`src/sv/jse_pkg.sv`:
```
`timescale 1ns / 1ps

package jse_pkg;

    localparam logic [7:0] QUOTE_CHAR     = 8'h22;
    localparam logic [7:0] BACKSLASH_CHAR = 8'h5C;
    localparam logic [7:0] U_CHAR         = 8'h75;
    localparam logic [7:0] ZERO_CHAR      = 8'h30;
    localparam logic [7:0] REP_BYTE0      = 8'hEF;
    localparam logic [7:0] REP_BYTE1      = 8'hBF;
    localparam logic [7:0] REP_BYTE2      = 8'hBD;
    localparam logic [20:0] MAX_CODEPOINT = 21'h10FFFF;
    localparam logic [20:0] SURR_LOW      = 21'h00D800;
    localparam logic [20:0] SURR_HIGH     = 21'h00DFFF;
    localparam logic [20:0] MIN_LEN2      = 21'h000080;
    localparam logic [20:0] MIN_LEN3      = 21'h000800;
    localparam logic [20:0] MIN_LEN4      = 21'h010000;
    localparam int BODY_DEPTH = 6;

    typedef struct packed {
        logic [7:0] data_byte;
        logic       starts_string;
        logic       ends_string;
    } in_item_t;

    typedef struct packed {
        logic [7:0] out_byte;
        logic       run_last;
        logic       string_closed;
    } out_item_t;

    // byte positions of one transfer's output runs
    typedef struct packed {
        logic                           open_quote;
        logic                           close_quote;
        logic [4:0]                     pre_end;
        logic [4:0]                     body_end;
        logic [4:0]                     post_end;
        logic [4:0]                     total;
        logic [BODY_DEPTH-1:0][7:0]     body;
    } jse_desc_t;

    function automatic logic [7:0] hex_char(input logic [3:0] nib);
        logic [7:0] c;
        if (nib < 4'd10) begin
            c = 8'h30 + {4'b0, nib};
        end else begin
            c = 8'h57 + {4'b0, nib};
        end
        return c;
    endfunction

    // two-byte escape letter, zero when none
    function automatic logic [7:0] esc_char(input logic [7:0] b);
        logic [7:0] e;
        unique case (b)
            8'h22:   e = 8'h22;
            8'h5C:   e = 8'h5C;
            8'h0A:   e = 8'h6E;
            8'h0D:   e = 8'h72;
            8'h09:   e = 8'h74;
            8'h08:   e = 8'h62;
            8'h0C:   e = 8'h66;
            default: e = 8'h00;
        endcase
        return e;
    endfunction

    function automatic logic [1:0] mod3(input logic [3:0] v);
        logic [1:0] r;
        unique case (v)
            4'd0, 4'd3, 4'd6, 4'd9, 4'd12, 4'd15: r = 2'd0;
            4'd1, 4'd4, 4'd7, 4'd10, 4'd13:       r = 2'd1;
            default:                              r = 2'd2;
        endcase
        return r;
    endfunction

    function automatic logic [7:0] rep_byte(input logic [1:0] phase);
        logic [7:0] r;
        unique case (phase)
            2'd0:    r = REP_BYTE0;
            2'd1:    r = REP_BYTE1;
            default: r = REP_BYTE2;
        endcase
        return r;
    endfunction

endpackage

```
`src/sv/jse_decoder.sv`:
```
`timescale 1ns / 1ps

module jse_decoder (
    input  logic               aclk,
    input  logic               aresetn,
    input  logic               accept,
    input  jse_pkg::in_item_t  item,
    output jse_pkg::jse_desc_t desc
);
    import jse_pkg::*;

    logic [2:0][7:0] held_reg, held_next;
    logic [1:0]      count_reg, count_next;
    logic [2:0]      seq_len_reg, seq_len_next;
    logic [20:0]     cp_reg, cp_next;

    logic [7:0]  b;
    logic [1:0]  base_count;
    logic [20:0] new_cp;
    logic        run_fresh;
    logic        bad;
    logic [7:0]  esc;
    logic [2:0]  pre_cnt;
    logic [1:0]  post_cnt;
    logic [2:0]  body_len;
    logic [1:0]  store_idx;
    logic [4:0]  pre3;
    logic [4:0]  post3;

    always_comb begin
        b          = item.data_byte;
        base_count = item.starts_string ? 2'd0 : count_reg;
        new_cp     = {cp_reg[14:0], b[5:0]};
        held_next  = held_reg;
        count_next = base_count;
        seq_len_next = seq_len_reg;
        cp_next    = cp_reg;
        run_fresh  = 1'b0;
        pre_cnt    = 3'd0;
        body_len   = 3'd0;
        desc.body  = '0;
        esc        = esc_char(b);
        store_idx  = (base_count == 2'd3) ? 2'd0 : base_count;
        bad = ((seq_len_reg == 3'd2) && (new_cp < MIN_LEN2)) ||
              ((seq_len_reg == 3'd3) && (new_cp < MIN_LEN3)) ||
              ((seq_len_reg == 3'd4) && (new_cp < MIN_LEN4)) ||
              (new_cp > MAX_CODEPOINT) ||
              ((new_cp >= SURR_LOW) && (new_cp <= SURR_HIGH));

        if (base_count == 2'd0) begin
            run_fresh = 1'b1;
        end else if (b[7:6] != 2'b10) begin
            // broken sequence
            pre_cnt    = {1'b0, base_count};
            count_next = 2'd0;
            run_fresh  = 1'b1;
        end else begin
            cp_next = new_cp;
            if (({1'b0, base_count} + 3'd1) >= seq_len_reg) begin
                count_next = 2'd0;
                if (bad) begin
                    pre_cnt = seq_len_reg;
                end else begin
                    desc.body[0] = held_reg[0];
                    desc.body[1] = held_reg[1];
                    desc.body[2] = held_reg[2];
                    desc.body[base_count] = b;
                    body_len = {1'b0, base_count} + 3'd1;
                end
            end else begin
                held_next[store_idx] = b;
                count_next = base_count + 2'd1;
            end
        end

        if (run_fresh) begin
            if (!b[7]) begin
                if (esc != 8'h00) begin
                    desc.body[0] = BACKSLASH_CHAR;
                    desc.body[1] = esc;
                    body_len = 3'd2;
                end else if (b < 8'h20) begin
                    desc.body[0] = BACKSLASH_CHAR;
                    desc.body[1] = U_CHAR;
                    desc.body[2] = ZERO_CHAR;
                    desc.body[3] = ZERO_CHAR;
                    desc.body[4] = hex_char(b[7:4]);
                    desc.body[5] = hex_char(b[3:0]);
                    body_len = 3'd6;
                end else begin
                    desc.body[0] = b;
                    body_len = 3'd1;
                end
            end else if (b[7:5] == 3'b110) begin
                held_next[0] = b;
                count_next   = 2'd1;
                seq_len_next = 3'd2;
                cp_next      = {16'b0, b[4:0]};
            end else if (b[7:4] == 4'b1110) begin
                held_next[0] = b;
                count_next   = 2'd1;
                seq_len_next = 3'd3;
                cp_next      = {17'b0, b[3:0]};
            end else if (b[7:3] == 5'b11110) begin
                held_next[0] = b;
                count_next   = 2'd1;
                seq_len_next = 3'd4;
                cp_next      = {18'b0, b[2:0]};
            end else begin
                pre_cnt = pre_cnt + 3'd1;
            end
        end

        post_cnt = item.ends_string ? count_next : 2'd0;
        if (item.ends_string) begin
            count_next = 2'd0;
        end

        pre3  = ({2'b0, pre_cnt} << 1) + {2'b0, pre_cnt};
        post3 = ({3'b0, post_cnt} << 1) + {3'b0, post_cnt};
        desc.open_quote  = item.starts_string;
        desc.close_quote = item.ends_string;
        desc.pre_end     = {4'b0, item.starts_string} + pre3;
        desc.body_end    = desc.pre_end + {2'b0, body_len};
        desc.post_end    = desc.body_end + post3;
        desc.total       = desc.post_end + {4'b0, item.ends_string};
    end

    always_ff @(posedge aclk) begin
        if (!aresetn) begin
            held_reg    <= '0;
            count_reg   <= '0;
            seq_len_reg <= '0;
            cp_reg      <= '0;
        end else if (accept) begin
            held_reg    <= held_next;
            count_reg   <= count_next;
            seq_len_reg <= seq_len_next;
            cp_reg      <= cp_next;
        end
    end

endmodule

```
`src/sv/jse_emitter.sv`:
```
`timescale 1ns / 1ps

module jse_emitter (
    input  logic                aclk,
    input  logic                aresetn,
    input  logic                load,
    input  jse_pkg::jse_desc_t  desc_in,
    output logic                take_ready,
    output logic                m_valid,
    input  logic                m_ready,
    output jse_pkg::out_item_t  m_data
);
    import jse_pkg::*;

    jse_desc_t  job_reg;
    logic       job_valid_reg, job_valid_next;
    logic [3:0] idx_reg, idx_next;
    logic       m_valid_reg, m_valid_next;
    out_item_t  m_data_reg, m_data_next;

    logic       emit_ok;
    logic       job_last;
    logic [4:0] idx5;
    logic [4:0] off_pre;
    logic [4:0] off_body;
    logic [4:0] off_post;
    logic [7:0] byte_sel;

    always_comb begin
        idx5     = {1'b0, idx_reg};
        off_pre  = idx5 - {4'b0, job_reg.open_quote};
        off_body = idx5 - job_reg.pre_end;
        off_post = idx5 - job_reg.body_end;
        emit_ok  = job_valid_reg && (!m_valid_reg || m_ready);
        job_last = (idx5 == (job_reg.total - 5'd1));
        take_ready = !job_valid_reg || (emit_ok && job_last);

        if (idx5 < {4'b0, job_reg.open_quote}) begin
            byte_sel = QUOTE_CHAR;
        end else if (idx5 < job_reg.pre_end) begin
            byte_sel = rep_byte(mod3(off_pre[3:0]));
        end else if (idx5 < job_reg.body_end) begin
            byte_sel = job_reg.body[off_body[2:0]];
        end else if (idx5 < job_reg.post_end) begin
            byte_sel = rep_byte(mod3(off_post[3:0]));
        end else begin
            byte_sel = QUOTE_CHAR;
        end

        m_data_next.out_byte      = byte_sel;
        m_data_next.run_last      = job_last;
        m_data_next.string_closed = job_reg.close_quote && (idx5 == job_reg.post_end);

        job_valid_next = job_valid_reg;
        idx_next       = idx_reg;
        if (load) begin
            job_valid_next = 1'b1;
            idx_next       = 4'd0;
        end else if (emit_ok) begin
            job_valid_next = !job_last;
            idx_next       = idx_reg + 4'd1;
        end

        m_valid_next = m_valid_reg;
        if (emit_ok) begin
            m_valid_next = 1'b1;
        end else if (m_ready) begin
            m_valid_next = 1'b0;
        end
    end

    always_ff @(posedge aclk) begin
        if (!aresetn) begin
            job_valid_reg <= 1'b0;
            idx_reg       <= '0;
            m_valid_reg   <= 1'b0;
        end else begin
            job_valid_reg <= job_valid_next;
            idx_reg       <= idx_next;
            m_valid_reg   <= m_valid_next;
        end
    end

    always_ff @(posedge aclk) begin
        if (load) begin
            job_reg <= desc_in;
        end
        if (emit_ok) begin
            m_data_reg <= m_data_next;
        end
    end

    assign m_valid = m_valid_reg;
    assign m_data  = m_data_reg;

endmodule

```
`src/sv/json_string_escaper_top.sv`:
```
`timescale 1ns / 1ps
// channel   direction  handshake          payload
// s_        in         s_valid / s_ready  in_item_t: data_byte, starts_string, ends_string
// m_        out        m_valid / m_ready  out_item_t: out_byte, run_last, string_closed
//
// one transfer is accepted per cycle when it yields at most one output byte
// a transfer yielding n bytes (up to 16) holds the input while the
// job register drains into the output register, one byte per cycle while m_ready does not stall
// a transfer that only holds a utf-8 lead byte yields nothing and is not loaded into the job register
// aresetn is synchronous; it clears the held sequence and empties both registers
// a stall on m_ready holds the output byte and, once the job is done, the input

module json_string_escaper_top (
    input  logic               aclk,
    input  logic               aresetn,
    input  logic               s_valid,
    output logic               s_ready,
    input  jse_pkg::in_item_t  s_data,
    output logic               m_valid,
    input  logic               m_ready,
    output jse_pkg::out_item_t m_data
);
    import jse_pkg::*;

    jse_desc_t desc;
    logic      take_ready;
    logic      s_fire;
    logic      load;

    assign s_ready = take_ready;
    assign s_fire  = s_valid && take_ready;
    assign load    = s_fire && (desc.total != 5'd0);

    jse_decoder u_decoder (
        .aclk    (aclk),
        .aresetn (aresetn),
        .accept  (s_fire),
        .item    (s_data),
        .desc    (desc)
    );

    jse_emitter u_emitter (
        .aclk       (aclk),
        .aresetn    (aresetn),
        .load       (load),
        .desc_in    (desc),
        .take_ready (take_ready),
        .m_valid    (m_valid),
        .m_ready    (m_ready),
        .m_data     (m_data)
    );

`ifndef SYNTHESIS
    a_close_is_last: assert property (@(posedge aclk) disable iff (!aresetn)
        m_valid && m_data.string_closed |-> m_data.run_last)
        else $error("closing quote not last byte of its transfer");

    a_close_is_quote: assert property (@(posedge aclk) disable iff (!aresetn)
        m_valid && m_data.string_closed |-> (m_data.out_byte == QUOTE_CHAR))
        else $error("closing mark on a byte other than a quote");

    a_reset_empty: assert property (@(posedge aclk)
        !aresetn |=> !m_valid && s_ready)
        else $error("registers not empty after reset");

    a_out_stable: assert property (@(posedge aclk) disable iff (!aresetn)
        m_valid && !m_ready |=> m_valid && $stable(m_data))
        else $error("output transfer changed while stalled");
`endif

endmodule
```
`config.mk`:
```
export PLATFORM = sky130hd
export DESIGN_NAME = json_string_escaper_top
export DESIGN_NICKNAME = d
export VERILOG_FILES = /design/src/sv/jse_pkg.sv /design/src/sv/jse_decoder.sv /design/src/sv/jse_emitter.sv /design/src/sv/json_string_escaper_top.sv
export SDC_FILE = /design/constraint.sdc
export NUM_CORES = 1
export LEC_CHECK = 0
export BUFFER_PORTS_ARGS = -buffer_cell sky130_fd_sc_hd__clkbuf_2
export CAP_MARGIN = 20
export CORE_ASPECT_RATIO = 1.5
export CORE_MARGIN = 2
export CORE_UTILIZATION = 55
export CTS_CLUSTER_DIAMETER = 150
export DETAILED_ROUTE_END_ITERATION = 10
export PLACE_DENSITY = 0.78
export SYNTH_ARGS = -nofsm -noshare
export SYNTH_HDL_FRONTEND = slang
export SYNTH_SLANG_ARGS = --single-unit
```
`constraint.sdc`:
```
create_clock -name aclk -period 16.8 [get_ports aclk]
set_clock_uncertainty 0.15 [all_clocks]
set_input_delay 0.84 -clock aclk [delete_from_list [all_inputs] [get_ports aclk]]
set_output_delay 0.84 -clock aclk [all_outputs]
set_load 0.005 [all_outputs]
```
==> results of run 1 <==
## cells by family after synthesis
family / share of synthesized area (%)
fa+ha+maj: 10.54
simple gates: 14.37
mux: 9.114
flops: 45.43
buf+inv: 4.387
other cells: 0.05096
compound gates: 12.77
xor+xnor: 3.333
## cells in the final DEF (no fill, tap or decap), types with 12 or more instances in the layout
master	count
a21oi_1	32
a22oi_1	12
clkbuf_16	17
clkbuf_2	25
dfxtp_1	50
edfxtp_1	78
ha_1	54
inv_1	46
mux2i_1	49
nand2_1	35
nor2_1	78
o21ai_0	13
xnor2_1	15
xor2_1	13
## how the worst max path moves through the flow
stage | endpoint | startpoint | slack [ns] | cells after the start
after detailed placement | u_emitter.job_reg[34] | s_data[1] | 8.80 | 27
final | u_emitter.job_reg[18] | s_data[1] | 8.98 | 27
after global routing | u_emitter.job_reg[18] | s_data[1] | 8.46 | 26
after floorplan | u_emitter.job_reg[0] | s_data[1] | 8.78 | 25
after CTS | u_emitter.job_reg[26] | s_data[1] | 9.08 | 27
after global placement | u_emitter.job_reg[3] | s_data[1] | 9.24 | 27
## critical path: stages
cell	delay, ns
clkbuf_2	0.12
nor2b_1	0.33
inv_1	0.17
ha_1	0.37
ha_1	0.20
a21o_1	0.17
a31oi_1	0.52
a21oi_1	0.14
a31oi_1	0.28
nor2_1	0.07
ha_1	0.30
nand2_1	0.04
o31ai_1	0.21
fa_1	0.61
ha_1	0.34
a21o_1	0.19
a21oi_1	0.17
xnor2_1	0.19
ha_1	0.35
xor2_1	0.21
nor3b_1	0.24
o21ai_0	0.16
xor2_1	0.20
and3_4	0.22
o21ai_4	0.19
and2_2	0.17
buf_4	0.63
## stage by stage
step | setup slack [ns] | instances | hold WS (ns)
after global routing | 8.458 | 880 | 0.3408
after global placement | 9.243 | 848 | 0.2833
after CTS | 9.076 | 880 | 0.2966
after detailed placement | 8.799 | 848 | 0.2871
final | 8.976 | 880 | 0.2953
after floorplan | 8.777 | 692 | 0.2749
## final cells by class
class	instances	area, um2
clock buffer	18	429.2
fill	1017	4881
clock inverter	14	132.6
sequential	128	3343
tap	159	198.9
multi-input combinational	486	3709
inverter	47	176.4
timing repair buffer	28	147.6
## where the power goes
part           switching [mW]  internal, mW  total, mW
clock network           0.144         0.205      0.349
logic                   0.142        0.0985      0.241
registers              0.0146         0.386      0.401
## per-layer routing
layer | GRT usage (%) | share of wire, % | up-vias
met5 | 0 | 0 | -
met4 | 11.58 | 4.3 | 0
met3 | 4.611 | 3.3 | 61
met2 | 43.91 | 54 | 161
met1 | 25.24 | 38 | 2552
li1 | - | - | 2533
==> impl_metrics.env, run 1 <==
export IMPL_holdPathStages=2
export IMPL_row_count=51
export IMPL_wl_per_cell_um=18.93
export IMPL_cp_start_kind="primary input"
export IMPL_largest_reg_flops=68
export IMPL_initial_utilization_pct=56.53
export IMPL_cp_end_kind="flop"
export IMPL_crit_path_max_fanout=68
export IMPL_slew_viol_final=0
export IMPL_syn_area_um2=7358
export IMPL_dpl_hpwl_um=12080
export IMPL_drc=0
export IMPL_wirelength_um=16660
export IMPL_via_per_inst=6.031
export IMPL_antenna_found_initial=0
export IMPL_worstPathRequired_ns=16.70
export IMPL_path_clk_slew_ns=0.06
export IMPL_synth_area_leaders="edfxtp_1, dfxtp_1, ha_1"
export IMPL_hold_viol_final=0
export IMPL_n_antenna_cell=0
export IMPL_reg2reg_depth=26
export IMPL_drive_gt1_share_pct=12.76
export IMPL_synth_seq_area_share_pct=45.43
export IMPL_final_util_pct=62.50
export IMPL_fin_nets=781
export IMPL_reg2reg_from="u_decoder.count_reg[1]"
export IMPL_maxCapViolations=0
export IMPL_clk_path_buf_depth=2
export IMPL_grt_pass1_wl_um=26600
export IMPL_port_buffers=25
export IMPL_status="finished, final reports clean"
export IMPL_fin_area_um2=8137
export IMPL_area_growth_pct=10.58
export IMPL_initialDrtViolationCount=366
export IMPL_clockRootBuffer="clkbuf_16"
export IMPL_worstMarginPinSlew_ns=1.116
export IMPL_grt_max_degree=69
export IMPL_ys_seq_elements=128
export IMPL_ioPinCount=26
export IMPL_avgSynthCellArea_um2=10.70
export IMPL_tns_ns=0
export IMPL_irDropWorstVdd_mv=0.1040
export IMPL_clock_sinks=128
export IMPL_place_gp_congestion=0.9242
export IMPL_dieArea_um2=14340
export IMPL_grt_setup_unrepaired="false"
export IMPL_cts_resized=0
export IMPL_dieWidth_um=98.44
export IMPL_die_y_um=145.7
export IMPL_min_from="u_decoder.held_reg[15]"
export IMPL_r2r_slack_ns=9.19
export IMPL_synth_edf_count=78
export IMPL_overflow=0
export IMPL_yosysTopAreaCellShare_pct=31.83
export IMPL_synth_distinct_cells=74
export IMPL_reg2reg_to="u_emitter.job_reg[18]"
export IMPL_grt_usage_pct=23.71
export IMPL_hold_buffers=0
export IMPL_drt_pass1_iterations=6
export IMPL_p_per_area_nw_per_um2=121.8
export IMPL_async_reset_ff_share_pct=0
export IMPL_crit_type="in -> reg"
export IMPL_hold_end="u_decoder.held_reg[15]"
export IMPL_cts_tree="built"
export IMPL_ant_nets=0
export IMPL_slew_headroom_pct=24.98
export IMPL_synth_flop_cell="edfxtp_1"
export IMPL_synthTopCellsByCount="edfxtp_1, nor2_1, ha_1"
export IMPL_fmax_mhz=127.8
export IMPL_post_cts_buffers=0
export IMPL_core_um2=13020
export IMPL_setup_viol=0
export IMPL_hold_path_class="reg -> reg"
export IMPL_cp_arrival_ns=7.72
export IMPL_leakage_nw=3.404
export IMPL_dr_total_vias=5307
export IMPL_yosysWarnings=0
export IMPL_min_period_ns=7.824
export IMPL_synth_top_area_cell="edfxtp_1"
export IMPL_htreeDepth=4
export IMPL_fin_crit_sh_pct=46.57
export IMPL_clk_latency_ns=0.42
export IMPL_synthCells=688
export IMPL_cts_buffers=17
export IMPL_grt_pass1_vias=5389
export IMPL_p_total_uw=990.8
export IMPL_placed_area_um2=7575
Power figures use the tool's default switching activity.
==> run 2, diff against run 1 <==
Settings changed: PLACE_DENSITY 0.78 to 0.81.
Clock period 16.8 ns to 7.14 ns, I/O delays scaled along.
==> run 2 against run 1 <==
Compared with the run above:
- register-to-register slack got worse by 8.9 ns
- cell count rose by 0.68%
- via count rose by 2.7%
- setup slack got worse by 8.6 ns
- non-clock buffer count rose by 6
- first-iteration DRC count rose by 5.7%
- critical path depth fell by 1
- core utilization rose by 0.50 points
- sequential share of layout area fell by 0.33 points
- combinational power rose by 140%
- power rose by 140%
- critical endpoint is now u_emitter.job_reg[40]
- largest power group unchanged
==> impl_metrics.env, run 2 (synthesis gave the netlist of run 1 again) <==
export IMPL_row_count=51
export IMPL_htreeDepth=4
export IMPL_irDropWorstVdd_mv=0.2476
export IMPL_min_from="s_data[1]"
export IMPL_clkPwrFrac_pct=35.5
export IMPL_area_growth_pct=11.46
export IMPL_r2r_slack_ns=0.33
export IMPL_hold_path_class="in -> reg"
export IMPL_dieWidth_um=98.44
export IMPL_core_um2=13020
export IMPL_setup_ws_ns=0.3331
export IMPL_final_cell_mix="nor2_1, edfxtp_1, ha_1, dfxtp_1, mux2i_1"
export IMPL_drive_gt1_share_pct=13.07
export IMPL_min_period_ns=6.807
export IMPL_internal_power_mw=1.658
export IMPL_initial_utilization_pct=56.53
export IMPL_p_switching_uw=691.3
export IMPL_via_per_inst=6.153
export IMPL_p_total_mw=2.349
export IMPL_slew_viol_final=0
export IMPL_post_place_ws_ns=0.3801
export IMPL_clk_latency_ns=0.42
export IMPL_clockRootBuffer="clkbuf_16"
export IMPL_place_gp_congestion=0.9720
export IMPL_grt_pass1_vias=5605
export IMPL_cts_buffers=17
export IMPL_tns_ns=0
export IMPL_grt_usage_pct=24.15
export IMPL_hold_slack_ns=0.04636
export IMPL_cp_end_kind="flop"
export IMPL_overflow=0
export IMPL_grt_pass1_wl_um=27620
export IMPL_initialDrtViolationCount=387
export IMPL_status="finished, final reports clean"
export IMPL_leakage_nw=3.439
export IMPL_cp_arrival_ns=6.74
export IMPL_ioPinCount=26
export IMPL_antenna_found_initial=0
export IMPL_clock_sinks=128
export IMPL_top_usage_layer="met2"
export IMPL_slew_headroom_pct=37.24
export IMPL_reg2reg_to="u_emitter.job_reg[40]"
export IMPL_hold_end="u_emitter.job_reg[69]"
export IMPL_fmax_mhz=146.9
export IMPL_drc=0
export IMPL_seq_area_um2=3343
export IMPL_wirelength_um=16990
export IMPL_use_met2_pct=43.98
export IMPL_n_antenna_cell=0
export IMPL_fillers=1012
export IMPL_crit_path_max_fanout=68
export IMPL_holdPathStages=1
export IMPL_grt_max_degree=69
export IMPL_reg2reg_from="u_decoder.count_reg[0]"
export IMPL_drt_pass1_iterations=8
export IMPL_grtUsageMet3_pct=3.458
export IMPL_cp_start_kind="flop"
export IMPL_port_buffers=25
export IMPL_cts_tree="built"
export IMPL_pwr_share_comb_pct=24.4
export IMPL_multiInputGateArea_um2=3711
export IMPL_ant_nets=0
export IMPL_crit_type="reg -> reg"
export IMPL_hold_buffers=0
export IMPL_worstPathRequired_ns=7.07
export IMPL_clk_path_buf_depth=2
export IMPL_fin_nets=787
export IMPL_die_y_um=145.7
export IMPL_dr_total_vias=5452
export IMPL_p_per_area_nw_per_um2=286.5
export IMPL_wl_per_cell_um=19.17
export IMPL_dieArea_um2=14340
export IMPL_maxCapViolations=0
export IMPL_fin_crit_sh_pct=95.33
export IMPL_setup_viol=0
export IMPL_hold_viol_final=0
export IMPL_swShare_pct=29.43
export IMPL_reg2reg_depth=26
export IMPL_grt_setup_unrepaired="false"
export IMPL_dpl_hpwl_um=12200
export IMPL_grt_use_met1_pct=26.58
export IMPL_largest_reg_flops=68
export IMPL_path_clk_slew_ns=0.06
export IMPL_worstMarginPinSlew_ns=0.9394
export IMPL_pwr_share_seq_pct=40.1
run 2: cell type report:
| class | count | area share (%) |
|---|---|---|
| inverter | 47 | 2.151 |
| sequential | 128 | 40.76 |
| timing repair buffer | 34 | 2.471 |
| multi-input combinational | 486 | 45.25 |
| clock buffer | 19 | 5.278 |
| tap | 159 | 2.426 |
| clock inverter | 13 | 1.663 |
run 2: worst max path at each step:
| stage | startpoint | end | slack [ns] | depth (start not counted) |
|---|---|---|---|---|
| 6_report | u_decoder.count_reg[0] | u_emitter.job_reg[40] | 0.33 | 26 |
| 5_1_grt | u_decoder.count_reg[0] | u_emitter.job_reg[31] | 0.008 | 26 |
| 4_1_cts | u_decoder.count_reg[1] | u_emitter.job_reg[31] | 0.41 | 26 |
| 3_5_place_dp | s_data[1] | u_emitter.job_reg[18] | 0.38 | 26 |
| 3_3_place_gp | s_data[1] | u_emitter.job_reg[11] | 0.73 | 27 |
| 2_1_floorplan | s_data[1] | u_emitter.job_reg[0] | 0.34 | 25 |
run 2: critical path, cell delays in order (launching register included):
cell	delay, ns
dfxtp_1	0.32
nand2b_1	0.20
inv_1	0.17
ha_1	0.30
ha_1	0.32
a21o_1	0.16
a31oi_1	0.20
a21oi_1	0.09
a31oi_1	0.27
nor2_1	0.09
ha_1	0.21
a21oi_1	0.28
nand2_1	0.22
ha_1	0.39
xor2_1	0.27
ha_1	0.33
xor2_1	0.18
ha_1	0.25
a211oi_1	0.37
xor2_1	0.22
nor3b_1	0.08
o21ai_0	0.21
xor2_1	0.31
a21oi_4	0.08
o21ai_4	0.24
and2_2	0.21
buf_12	0.30
run 2: repair_timing:
action,CTS,global route
setup buffers,0,0
resized for setup,0,1
setup endpoints to repair,0,68
run 2: through the flow:
stage / util, % / instances / instance area, um2
finish: 63.00 / 886 / 8202
global route: 63.00 / 886 / 8202
CTS: 62.99 / 886 / 8199
detailed placement: 58.61 / 854 / 7630
global placement: 58.57 / 853 / 7625
floorplan: - / 692 / 7375
run 2: layer usage:
metal | wire length, um | up-vias
li1 | - | 2552
met1 | 6442 | 2637
met5 | 0 | -
met4 | 781 | 0
met2 | 9065 | 203
met3 | 698 | 60
run 2: power by group through the flow:
stage	sequential (mW)	combinational [mW]	clock [mW]
final	0.943	0.573	0.833
after global routing	0.953	0.632	0.867
after CTS	0.943	0.571	0.838
after detailed placement	0.957	0.564	0
after global placement	0.952	0.536	0
after floorplan	0.948	0.426	0
==> run 3, diff against run 2 <==
Settings changed: CELL_PAD_IN_SITES_DETAIL_PLACEMENT set to 0, CELL_PAD_IN_SITES_GLOBAL_PLACEMENT set to 2, CORE_UTILIZATION 55 to 38, PLACE_DENSITY 0.81 to 0.82.
==> run 3 against run 2 <==
Compared with the run above:
- design area rose by 1.8%
- non-clock buffer count up 3
- sequential share of layout area decreased by 0.73 points
- hold slack gained 0.011 ns
- critical path type unchanged
- routed wire length up 3.7%
- critical path depth unchanged
- global-route usage decreased by 6.6 points
- die area is 43% higher
- sequential power about the same
==> impl_metrics.env, run 3 (synthesis gave the netlist of run 1 again) <==
export IMPL_status="finished, final reports clean"
export IMPL_internal_power_mw=1.642
export IMPL_path_clk_slew_ns=0.06
export IMPL_ioPinCount=26
export IMPL_reg2reg_from="u_decoder.count_reg[1]"
export IMPL_clk_path_buf_depth=2
export IMPL_antenna_found_initial=0
export IMPL_holdPathStages=1
export IMPL_clockRootBuffer="clkbuf_16"
export IMPL_seq_area_um2=3343
export IMPL_dpl_hpwl_um=13470
export IMPL_cts_resized=0
export IMPL_p_switching_uw=713.7
export IMPL_dr_total_vias=5201
export IMPL_crit_slowest_cell="ha_1"
export IMPL_cpMostUsedCell="ha_1"
export IMPL_pwr_share_seq_pct=40.0
export IMPL_grt_setup_unrepaired="false"
export IMPL_cp_end_kind="flop"
export IMPL_tns_ns=0
export IMPL_maxCapViolations=0
export IMPL_crit_path_max_fanout=38
export IMPL_hold_viol_final=0
export IMPL_drc=0
export IMPL_area_growth_pct=13.50
export IMPL_dieWidth_um=117.6
export IMPL_reg2reg_to="u_emitter.job_reg[10]"
export IMPL_irDropWorstVdd_mv=0.1228
export IMPL_min_period_ns=6.512
export IMPL_instances_no_fill=986
export IMPL_place_gp_congestion=0.8344
export IMPL_via_per_inst=5.275
export IMPL_die_y_um=174.4
export IMPL_clock_sinks=128
export IMPL_core_um2=19080
export IMPL_grt_pass1_vias=5396
export IMPL_initial_utilization_pct=38.56
export IMPL_min_from="s_data[1]"
export IMPL_fin_crit_sh_pct=91.20
export IMPL_drive_gt1_share_pct=13.97
export IMPL_post_cts_buffers=0
export IMPL_final_cell_mix="nor2_1, edfxtp_1, ha_1, dfxtp_1, mux2i_1"
export IMPL_n_antenna_cell=0
export IMPL_fin_nets=790
export IMPL_r2r_slack_ns=0.63
export IMPL_dp_cells=954
export IMPL_crit_family="adder cells"
export IMPL_grt_max_degree=46
export IMPL_wl_per_cell_um=17.87
export IMPL_grt_pass1_wl_um=28230
export IMPL_overflow=0
export IMPL_crit_type="reg -> reg"
export IMPL_fmax_mhz=153.6
export IMPL_hold_end="u_emitter.job_reg[69]"
export IMPL_multiInputGateArea_um2=3715
export IMPL_p_per_area_nw_per_um2=282.0
export IMPL_hold_path_class="in -> reg"
export IMPL_leakage_nw=3.454
export IMPL_cp_startpoint="u_decoder.count_reg[1]"
export IMPL_htreeDepth=4
export IMPL_largest_reg_flops=68
export IMPL_worstPathRequired_ns=7.10
export IMPL_hold_buffers=0
export IMPL_setup_ws_ns=0.6282
export IMPL_setup_viol=0
export IMPL_slew_headroom_pct=31.70
export IMPL_swShare_pct=30.30
export IMPL_dieArea_um2=20520
export IMPL_final_util_pct=43.76
export IMPL_cts_buffers=17
export IMPL_hold_slack_ns=0.05736
export IMPL_cts_tree="built"
export IMPL_initialDrtViolationCount=332
export IMPL_wirelength_um=17620
export IMPL_cp_arrival_ns=6.47
export IMPL_reg2reg_depth=26
export IMPL_grt_usage_pct=17.59
export IMPL_cpPeakStageDelay_ns=0.39
export IMPL_ant_nets=0
export IMPL_clkPwrFrac_pct=35.7
export IMPL_clk_latency_ns=0.42
export IMPL_worstMarginPinSlew_ns=1.022
export IMPL_fillers=1865
export IMPL_path_buf_inv=2
export IMPL_drt_pass1_iterations=6
export IMPL_row_count=62
export IMPL_cp_start_kind="flop"
export IMPL_pwr_share_comb_pct=24.3
export IMPL_post_place_ws_ns=0.3027
export IMPL_port_buffers=25
export IMPL_slew_viol_final=0
==> run 3: cell count changes in the layout (fill, tap and decap cells not counted), sizes merged <==
cell | previous run | this run
inv | 50 | 53
bufinv | 2 | 1
clkinvlp | 1 | 2
buf | 9 | 12
clkinv | 7 | 4
==> run 3: how the worst max path moves through the flow <==
stage                            end  slack (ns)  cells after the start
2_1_floorplan   u_emitter.job_reg[0]        0.34                     25
3_3_place_gp   u_emitter.job_reg[19]        0.56                     27
3_5_place_dp   u_emitter.job_reg[10]        0.30                     25
4_1_cts        u_emitter.job_reg[19]        0.44                     24
5_1_grt        u_emitter.job_reg[58]         0.1                     26
6_report       u_emitter.job_reg[10]        0.63                     26
==> run 3: power groups by stage <==
stage / Sequential, mW / Clock [mW] / Combinational [mW]
6_report: 0.942 / 0.840 / 0.573
5_1_grt: 0.952 / 0.887 / 0.638
4_1_cts: 0.944 / 0.856 / 0.582
3_5_place_dp: 0.959 / 0 / 0.579
3_3_place_gp: 0.953 / 0 / 0.561
2_1_floorplan: 0.948 / 0 / 0.426
==> run 3: metrics by stage <==
step,power (mW),instance area (um2)
final,2.355,8352
after global routing,2.477,8352
after CTS,2.382,8346
after detailed placement,1.539,7776
after global placement,1.514,7776
after floorplan,1.374,7375
==> run 3: layout make-up <==
class | count | area share (%)
Clock buffer | 19 | 5.303
Clock inverter | 13 | 1.513
Inverter | 47 | 2.112
Multi-Input combinational cell | 486 | 44.48
Sequential cell | 128 | 40.03
Tap cell | 256 | 3.835
Timing Repair Buffer | 37 | 2.727
==> run 3: routing by layer <==
metal / up-vias / share of wire (%) / wire [um] / global-route usage (%)
li1: 2549 / - / - / -
met1: 2512 / 40 / 7024 / 19.35
met2: 111 / 55 / 9623 / 32.41
met3: 29 / 3.0 / 534 / 3.248
met4: 0 / 2.5 / 440 / 8.283
met5: - / 0 / 0 / 0
